[src/rtl/b64e_pkg.sv]
// Package with the shared types, constants and the alphabet function of the base64 encoder.
package b64e_pkg;

   localparam int unsigned QUEUE_DEPTH = 2;

   localparam logic [6:0] CHAR_PAD   = 7'h3D;
   localparam logic [6:0] CHAR_PLUS  = 7'h2B;
   localparam logic [6:0] CHAR_SLASH = 7'h2F;
   localparam logic [6:0] OFS_UPPER  = 7'd65;
   localparam logic [6:0] OFS_LOWER  = 7'd71;
   localparam logic [6:0] OFS_DIGIT  = 7'd124;

   localparam logic [1:0] PAIRS_NONE = 2'd0;
   localparam logic [1:0] PAIRS_ONE  = 2'd1;

   // One accepted byte turns into up to four characters.
   typedef struct packed {
      logic [3:0][6:0] chars;
      logic [1:0]      last_idx;
      logic            final_flag;
   } job_type;

   typedef struct packed {
      logic full;
      logic empty;
   } queue_status_type;

   // Maps a six-bit value onto the standard alphabet.
   function automatic logic [6:0] b64_char(input logic [5:0] six);
      logic [6:0] v;
      logic [6:0] code;
      v = {1'b0, six};
      priority if (six < 6'd26) begin
         code = v + OFS_UPPER;
      end else if (six < 6'd52) begin
         code = v + OFS_LOWER;
      end else if (six < 6'd62) begin
         code = v + OFS_DIGIT;
      end else if (six == 6'd62) begin
         code = CHAR_PLUS;
      end else begin
         code = CHAR_SLASH;
      end
      return code;
   endfunction

endpackage

[src/rtl/b64e_front.sv]
// Front end: accepts bytes, keeps the leftover bits and builds the character job for each byte.
module b64e_front (
   input  logic                      clock,
   input  logic                      reset,
   input  logic                      req_tvalid,
   output logic                      req_tready,
   input  logic [7:0]                req_tdata,
   input  logic                      req_tlast,
   input  b64e_pkg::queue_status_type q_status,
   output logic                      push,
   output b64e_pkg::job_type         job
);

   logic [3:0] leftover_bits_ff, leftover_bits_in;
   logic [1:0] leftover_count_ff, leftover_count_in;

   assign req_tready = !q_status.full;
   assign push       = req_tvalid && req_tready;

   always_comb begin
      logic [3:0] nbits;
      logic [1:0] ncount;
      logic [1:0] k;
      job   = '0;
      nbits = '0;
      ncount = '0;
      k = '0;
      unique case (leftover_count_ff)
         b64e_pkg::PAIRS_NONE: begin
            job.chars[0] = b64e_pkg::b64_char(req_tdata[7:2]);
            nbits  = {2'b00, req_tdata[1:0]};
            ncount = 2'd1;
            k = 2'd0;
         end
         b64e_pkg::PAIRS_ONE: begin
            job.chars[0] = b64e_pkg::b64_char({leftover_bits_ff[1:0], req_tdata[7:4]});
            nbits  = req_tdata[3:0];
            ncount = 2'd2;
            k = 2'd0;
         end
         default: begin
            // Two pending pairs (a count of three acts the same): the group closes.
            job.chars[0] = b64e_pkg::b64_char({leftover_bits_ff, req_tdata[7:6]});
            job.chars[1] = b64e_pkg::b64_char(req_tdata[5:0]);
            nbits  = '0;
            ncount = 2'd0;
            k = 2'd1;
         end
      endcase

      if (req_tlast) begin
         if (ncount == 2'd1) begin
            job.chars[1] = b64e_pkg::b64_char({nbits[1:0], 4'b0000});
            job.chars[2] = b64e_pkg::CHAR_PAD;
            job.chars[3] = b64e_pkg::CHAR_PAD;
            k = 2'd3;
         end else if (ncount == 2'd2) begin
            job.chars[1] = b64e_pkg::b64_char({nbits, 2'b00});
            job.chars[2] = b64e_pkg::CHAR_PAD;
            k = 2'd2;
         end
         nbits  = '0;
         ncount = '0;
      end
      job.last_idx   = k;
      job.final_flag = req_tlast;
      leftover_bits_in  = push ? nbits  : leftover_bits_ff;
      leftover_count_in = push ? ncount : leftover_count_ff;
   end

   always_ff @(posedge clock) begin
      if (reset) begin
         leftover_bits_ff  <= '0;
         leftover_count_ff <= '0;
      end else begin
         leftover_bits_ff  <= leftover_bits_in;
         leftover_count_ff <= leftover_count_in;
      end
   end

   assert property (@(posedge clock) disable iff (reset)
      leftover_count_ff != 2'd3)
      else $error("leftover count reached an impossible value");

   assert property (@(posedge clock) disable iff (reset)
      (push && req_tlast) |=> (leftover_count_ff == 2'd0 && leftover_bits_ff == 4'd0))
      else $error("state not cleared after the last byte of a message");

endmodule

[src/rtl/b64e_queue.sv]
// Short job queue between the front end and the character back end.
module b64e_queue #(
   parameter int unsigned DEPTH = b64e_pkg::QUEUE_DEPTH
) (
   input  logic                       clock,
   input  logic                       reset,
   input  logic                       push,
   input  b64e_pkg::job_type          push_job,
   input  logic                       pop,
   output b64e_pkg::job_type          head_job,
   output b64e_pkg::queue_status_type status
);

   localparam int unsigned PTR_W = (DEPTH > 1) ? $clog2(DEPTH) : 1;
   localparam int unsigned CNT_W = $clog2(DEPTH + 1);
   localparam logic [PTR_W-1:0] LAST_PTR = PTR_W'(DEPTH - 1);
   localparam logic [CNT_W-1:0] FULL_CNT = CNT_W'(DEPTH);

   b64e_pkg::job_type slots_ff [DEPTH];
   logic [PTR_W-1:0]  wr_ptr_ff, wr_ptr_in;
   logic [PTR_W-1:0]  rd_ptr_ff, rd_ptr_in;
   logic [CNT_W-1:0]  count_ff, count_in;

   assign head_job     = slots_ff[rd_ptr_ff];
   assign status.full  = (count_ff == FULL_CNT);
   assign status.empty = (count_ff == '0);

   always_comb begin
      wr_ptr_in = wr_ptr_ff;
      rd_ptr_in = rd_ptr_ff;
      count_in  = count_ff;
      if (push) begin
         wr_ptr_in = (wr_ptr_ff == LAST_PTR) ? '0 : wr_ptr_ff + 1'b1;
      end
      if (pop) begin
         rd_ptr_in = (rd_ptr_ff == LAST_PTR) ? '0 : rd_ptr_ff + 1'b1;
      end
      if (push && !pop) begin
         count_in = count_ff + 1'b1;
      end else if (pop && !push) begin
         count_in = count_ff - 1'b1;
      end
   end

   always_ff @(posedge clock) begin
      if (push) begin
         slots_ff[wr_ptr_ff] <= push_job;
      end
   end

   always_ff @(posedge clock) begin
      if (reset) begin
         wr_ptr_ff <= '0;
         rd_ptr_ff <= '0;
         count_ff  <= '0;
      end else begin
         wr_ptr_ff <= wr_ptr_in;
         rd_ptr_ff <= rd_ptr_in;
         count_ff  <= count_in;
      end
   end

   assert property (@(posedge clock) disable iff (reset)
      !(pop && status.empty))
      else $error("job queue popped while empty");

   assert property (@(posedge clock) disable iff (reset)
      !(push && status.full))
      else $error("job queue pushed while full");

endmodule

[src/rtl/b64e_back.sv]
// Back end: walks head job characters into output register, one per cycle unless stalled.
module b64e_back (
   input  logic                       clock,
   input  logic                       reset,
   input  b64e_pkg::job_type          head_job,
   input  b64e_pkg::queue_status_type q_status,
   output logic                       pop,
   output logic                       rsp_tvalid,
   input  logic                       rsp_tready,
   output logic [7:0]                 rsp_tdata,
   output logic                       rsp_tlast
);

   logic [1:0] char_idx_ff, char_idx_in;
   logic       valid_ff, valid_in;
   logic [6:0] char_ff, char_in;
   logic       end_ff, end_in;
   logic       load;
   logic       at_last;

   assign load    = !q_status.empty && (!valid_ff || rsp_tready);
   assign at_last = (char_idx_ff == head_job.last_idx);
   assign pop     = load && at_last;

   always_comb begin
      char_idx_in = char_idx_ff;
      valid_in    = valid_ff;
      char_in     = char_ff;
      end_in      = end_ff;
      if (load) begin
         valid_in    = 1'b1;
         char_in     = head_job.chars[char_idx_ff];
         end_in      = at_last && head_job.final_flag;
         char_idx_in = at_last ? 2'd0 : char_idx_ff + 2'd1;
      end else if (rsp_tready) begin
         valid_in = 1'b0;
      end
   end

   always_ff @(posedge clock) begin
      char_ff <= char_in;
      end_ff  <= end_in;
   end

   always_ff @(posedge clock) begin
      if (reset) begin
         char_idx_ff <= '0;
         valid_ff    <= 1'b0;
      end else begin
         char_idx_ff <= char_idx_in;
         valid_ff    <= valid_in;
      end
   end

   assign rsp_tvalid = valid_ff;
   assign rsp_tdata  = {1'b0, char_ff};
   assign rsp_tlast  = end_ff;

   assert property (@(posedge clock) disable iff (reset)
      (char_idx_ff <= head_job.last_idx) || q_status.empty)
      else $error("character index ran past the end of its job");

   assert property (@(posedge clock) disable iff (reset)
      (load && !at_last) |=> (char_idx_ff != 2'd0))
      else $error("character index lost its place inside a job");

endmodule

[src/rtl/base64_stream_encoder_top.sv]
// Top level of the streaming base64 encoder: front end, job queue and character back end.
//
//  Channel | Direction | Handshake             | Payload
//  req     | in        | req_tvalid/req_tready | tdata = data_byte, tlast = final_byte
//  rsp     | out       | rsp_tvalid/rsp_tready | tdata = char_code, tlast = end_of_text
//
// A byte request is taken in any cycle in which the job queue has room; the front end
// turns it into its one to four characters in that same cycle and queues them as a job.
// The back end sends one character per cycle from the head job while rsp_tready allows,
// so a byte gives one or two characters, and up to four on the last byte of a message;
// that serializer, not the byte intake, limits the throughput on long messages.
// Reset clears the leftover bits, the queue pointers and count, and the output valid flag.
// A stall on rsp_tready holds the output register; the queue then fills and req_tready
// drops only once QUEUE_DEPTH jobs wait behind it.
module base64_stream_encoder_top #(
   parameter int unsigned QUEUE_DEPTH = b64e_pkg::QUEUE_DEPTH
) (
   input  logic       clock,
   input  logic       reset,
   input  logic       req_tvalid,
   output logic       req_tready,
   input  logic [7:0] req_tdata,   // [7:0] data_byte
   input  logic       req_tlast,   // final_byte
   output logic       rsp_tvalid,
   input  logic       rsp_tready,
   output logic [7:0] rsp_tdata,   // [6:0] char_code, [7] zero fill
   output logic       rsp_tlast    // end_of_text
);

   b64e_pkg::job_type          new_job;
   b64e_pkg::job_type          head_job;
   b64e_pkg::queue_status_type q_status;
   logic                       push;
   logic                       pop;

   // The front end classifies each byte against the pending bits and builds its job.
   b64e_front u_front (
      .clock      (clock),
      .reset      (reset),
      .req_tvalid (req_tvalid),
      .req_tready (req_tready),
      .req_tdata  (req_tdata),
      .req_tlast  (req_tlast),
      .q_status   (q_status),
      .push       (push),
      .job        (new_job)
   );

   // The queue decouples byte intake from character output.
   b64e_queue #(
      .DEPTH (QUEUE_DEPTH)
   ) u_queue (
      .clock    (clock),
      .reset    (reset),
      .push     (push),
      .push_job (new_job),
      .pop      (pop),
      .head_job (head_job),
      .status   (q_status)
   );

   // The back end emits the characters of the head job one at a time.
   b64e_back u_back (
      .clock      (clock),
      .reset      (reset),
      .head_job   (head_job),
      .q_status   (q_status),
      .pop        (pop),
      .rsp_tvalid (rsp_tvalid),
      .rsp_tready (rsp_tready),
      .rsp_tdata  (rsp_tdata),
      .rsp_tlast  (rsp_tlast)
   );

endmodule

[config.mk]
export PLATFORM = sky130hd
export DESIGN_NAME = base64_stream_encoder_top
export DESIGN_NICKNAME = d
export VERILOG_FILES = /design/src/rtl/b64e_pkg.sv /design/src/rtl/b64e_front.sv /design/src/rtl/b64e_queue.sv /design/src/rtl/b64e_back.sv /design/src/rtl/base64_stream_encoder_top.sv
export SDC_FILE = /design/constraint.sdc
export NUM_CORES = 1
export LEC_CHECK = 0
export BUFFER_PORTS_ARGS = -buffer_cell sky130_fd_sc_hd__buf_2
export CORE_MARGIN = 2
export CORE_UTILIZATION = 66
export DETAILED_ROUTE_END_ITERATION = 12
export PLACE_DENSITY = 0.85
export SKIP_LAST_GASP = 1
export SLEW_MARGIN = 20
export SYNTH_ARGS = -nofsm -noshare
export SYNTH_HDL_FRONTEND = slang
export SYNTH_SLANG_ARGS = --single-unit
[constraint.sdc]
create_clock -name clock -period 3.9 [get_ports clock]
set_input_delay 0.195 -clock clock [delete_from_list [all_inputs] [get_ports clock]]
set_output_delay 0.195 -clock clock [all_outputs]
set_load 0.005 [all_outputs]
==> impl_metrics.tcl <==
set metrics [dict create \
    outcome "complete, no violations" \
    first_pass_iters 5 \
    r2r_setup_slack_ps 850 \
    min_period_ps 3052 \
    place_ws_ps 939.9 \
    post_cts_buffers 0 \
    initial_core_util_pct 67.92 \
    cts.repair.resized 0 \
    ys.flop_type "edfxtp_1" \
    min_to "u_back.rsp_tvalid$_SDFFE_PP0P_" \
    clock_latency_ps 320 \
    synth_edf_count 44 \
    yosysSeqAreaShare_pct 37.35 \
    area_growth_pct 4.056 \
    ys_ff_latch 58 \
    drt_iter0_drc 270 \
    syn-cell-area_um2 4288 \
    r2r_start "u_front.leftover_count_ff[1]$_SDFFE_PP0P_" \
    vias 3581 \
    num_antenna_cells 0 \
    required_ps 3950 \
    worstHoldStart "rsp_tready" \
    ctsHoldBuffers 0 \
    yosysWarnings 0 \
    hold_viol 0 \
    grt_pass1_vias 3410 \
    path_max_fanout 20 \
    nets 490 \
    grt-ovfl-total 0 \
    fp.dieH_um 84.60 \
    grt_max_degree 21 \
    dp_hpwl_mm 7.325 \
    cts-buffers-inserted 9 \
    routedWlPerCell_um 18.79 \
    crit-reg2reg-capture "u_queue.slots_ff[1][14]$_DFFE_PP_" \
    die_x_um 84.60 \
    n_fill_cell 480 \
    io_pins 24 \
    setup_viol 0 \
    setup_slack_ps 847.8 \
    design_area_um2 4462 \
    antenna_found_initial 0 \
    ys_async_sr_fraction_pct 0 \
    via_per_inst 6.719 \
    syn_inst 447 \
    cts_root_buffer "clkbuf_8" \
    die_area_um2 7157 \
    leakagePower_nw 1.707 \
    worst_pin_slew_ps 715.5 \
    endpoint_kind "register" \
    worstSetupPathType "register to register" \
    clk_pin_slew_ps 60 \
    min_path_type "input pin to register" \
    rows 29 \
    clock-sinks 58 \
    cts_tree "yes" \
    design.core.area_um2 6314 \
    crit_path_start_kind "register" \
    place_congestion 0.9176 \
    power_mw 2.110 \
    grt.total_usage_pct 28.75 \
    drive_above_1_share_pct 14.04 \
    rsz0062_at_grt "false" \
    cts.htree.levels 3 \
    clock_path_buffers 2 \
    p_per_area_nw_per_um2 473.0 \
    grt_pass1_wl_mm 16.39 \
    synth.distinct_cells 74 \
    finalMaxSlewViolations 0 \
    max-cap-violations 0 \
    cp-startpoint "u_front.leftover_count_ff[1]$_SDFFE_PP0P_" \
    holdWs_ps 173.3 \
    fmax_mhz 327.6 \
    slew_headroom_pct 52.24 \
    skew_ps 10.65 \
    period_share_pct 78.26 \
    final_common_cell "edfxtp_1" \
    port_buffers 22 \
    synth_fp_nets 486 \
    avgSynthCellArea_um2 9.593 \
    final_antenna_net_count 0 \
    place_area_um2 4298 \
    cp.arrival_ps 3100 \
    hold_depth 3 \
    reg2reg_depth 9 \
    layout_common_cells "44 x edfxtp_1, 33 x nor2_1, 33 x a21oi_1" \
    finalSetupTns_ps 0 \
    remaining_drc_errors 0 \
    ir_drop_v 0.0004652 \
    drt_wl_total_mm 10.01 \
]
-- cells by family (layout without fill, tap and decap cells) --
kind of cell | after synthesis | after routing | synth area share (%)
multiplexers | 16 | 16 | 5.894
adder cells (fa/ha/maj) | 26 | 26 | 7.762
other | 1 | 1 | 0.08746
AND/OR/NAND/NOR | 134 | 134 | 16.11
AO/OA/AOI/OAI | 135 | 135 | 21.51
XOR/XNOR | 20 | 20 | 4.085
flip-flops | 58 | 58 | 37.35
buffers and inverters | 57 | 66 | 7.208
-- sequential cells by signal (all words and copies together), names as in the netlist, named ones only --
signal and flops:
u_queue.slots_ff 36, u_queue.rd_ptr_ff 1, u_back.char_ff 7, u_back.char_idx_ff 2, u_back.rsp_tlast 1, u_queue.wr_ptr_ff 1, u_front.leftover_bits_ff 4, u_queue.count_ff 2
u_front.leftover_count_ff 2, u_back.rsp_tvalid 1
-- Yosys cell counts, types with 5 or more instances --
cell	instances	area, um2
buf_6	6	67.56
a211oi_1	5	37.54
xnor2_1	15	131.4
clkbuf_1	8	30.03
buf_2	11	55.05
o21ai_1	6	30.03
ha_1	25	312.8
nand3_1	13	65.06
a221oi_1	5	43.79
o21ai_0	21	105.1
inv_1	19	71.32
o22ai_1	5	31.28
nor2_1	33	123.9
nand4_1	5	31.28
nor3_1	13	65.06
nor2b_1	9	56.30
dfxtp_1	14	280.3
inv_2	7	26.28
nand2_1	27	101.4
xor2_1	5	43.79
o211ai_1	7	52.55
mux2i_1	7	70.07
nand2b_1	6	37.54
a21oi_1	33	165.2
or3_1	5	31.28
edfxtp_1	44	1321
mux4_2	7	157.7
-- metrics by stage --
step / utilization (%) / instances
floorplan: - / 447
global placement: 68.07 / 517
detailed placement: 68.07 / 517
CTS: 70.67 / 533
global route: 70.67 / 533
finish: 70.67 / 533
-- how the worst max path moves through the flow --
stage | to | slack, ps | cells past startpoint
6_report | u_queue.slots_ff[1][14]$_DFFE_PP_ | 850 | 9
5_1_grt | u_queue.slots_ff[1][14]$_DFFE_PP_ | 690 | 9
4_1_cts | u_queue.slots_ff[1][14]$_DFFE_PP_ | 920 | 9
3_5_place_dp | u_queue.slots_ff[1][14]$_DFFE_PP_ | 940 | 9
3_3_place_gp | u_queue.slots_ff[0][14]$_DFFE_PP_ | 1010 | 9
2_1_floorplan | u_queue.slots_ff[0][14]$_DFFE_PP_ | 1360 | 10
-- where the power goes --
group	switching [mW]	internal [mW]	leakage, nW
registers	0.117	0.857	0.527
clock network	0.206	0.245	0.0872
logic	0.386	0.299	1.09
total	0.709	1.40	1.71
-- worst max-delay path: stages, from the launching register on --
cell      delay (ps)
dfxtp_1          530
inv_2            240
nand2_1          200
a211oi_1         530
inv_2             90
fa_1             410
xnor2_1          140
o221ai_1         130
o21ai_0          110
a221o_1          380
-- routing by layer --
metal  GRT usage [%]  wire (um)  share of wire, %  vias to the layer above
li1                -          -                 -                     1680
met2           46.81       4906                49                      155
met1           37.72       4124                41                     1713
met3           4.326        628               6.3                       33
met4           13.85        354               3.5                        0
met5               0          0                 0                        -
-- layout make-up --
cell class / instances / area, um2 / share of cell area, %
multi-input cells: 332 / 2377 / 53.28
flip-flops and latches: 58 / 1602 / 35.89
clock buffers: 13 / 148.9 / 3.337
repair buffers: 24 / 125.1 / 2.804
inverters: 26 / 97.59 / 2.187
well taps: 77 / 96.34 / 2.159
clock inverters: 3 / 15.01 / 0.3365
No activity file was read; power rests on OpenSTA's default activity.
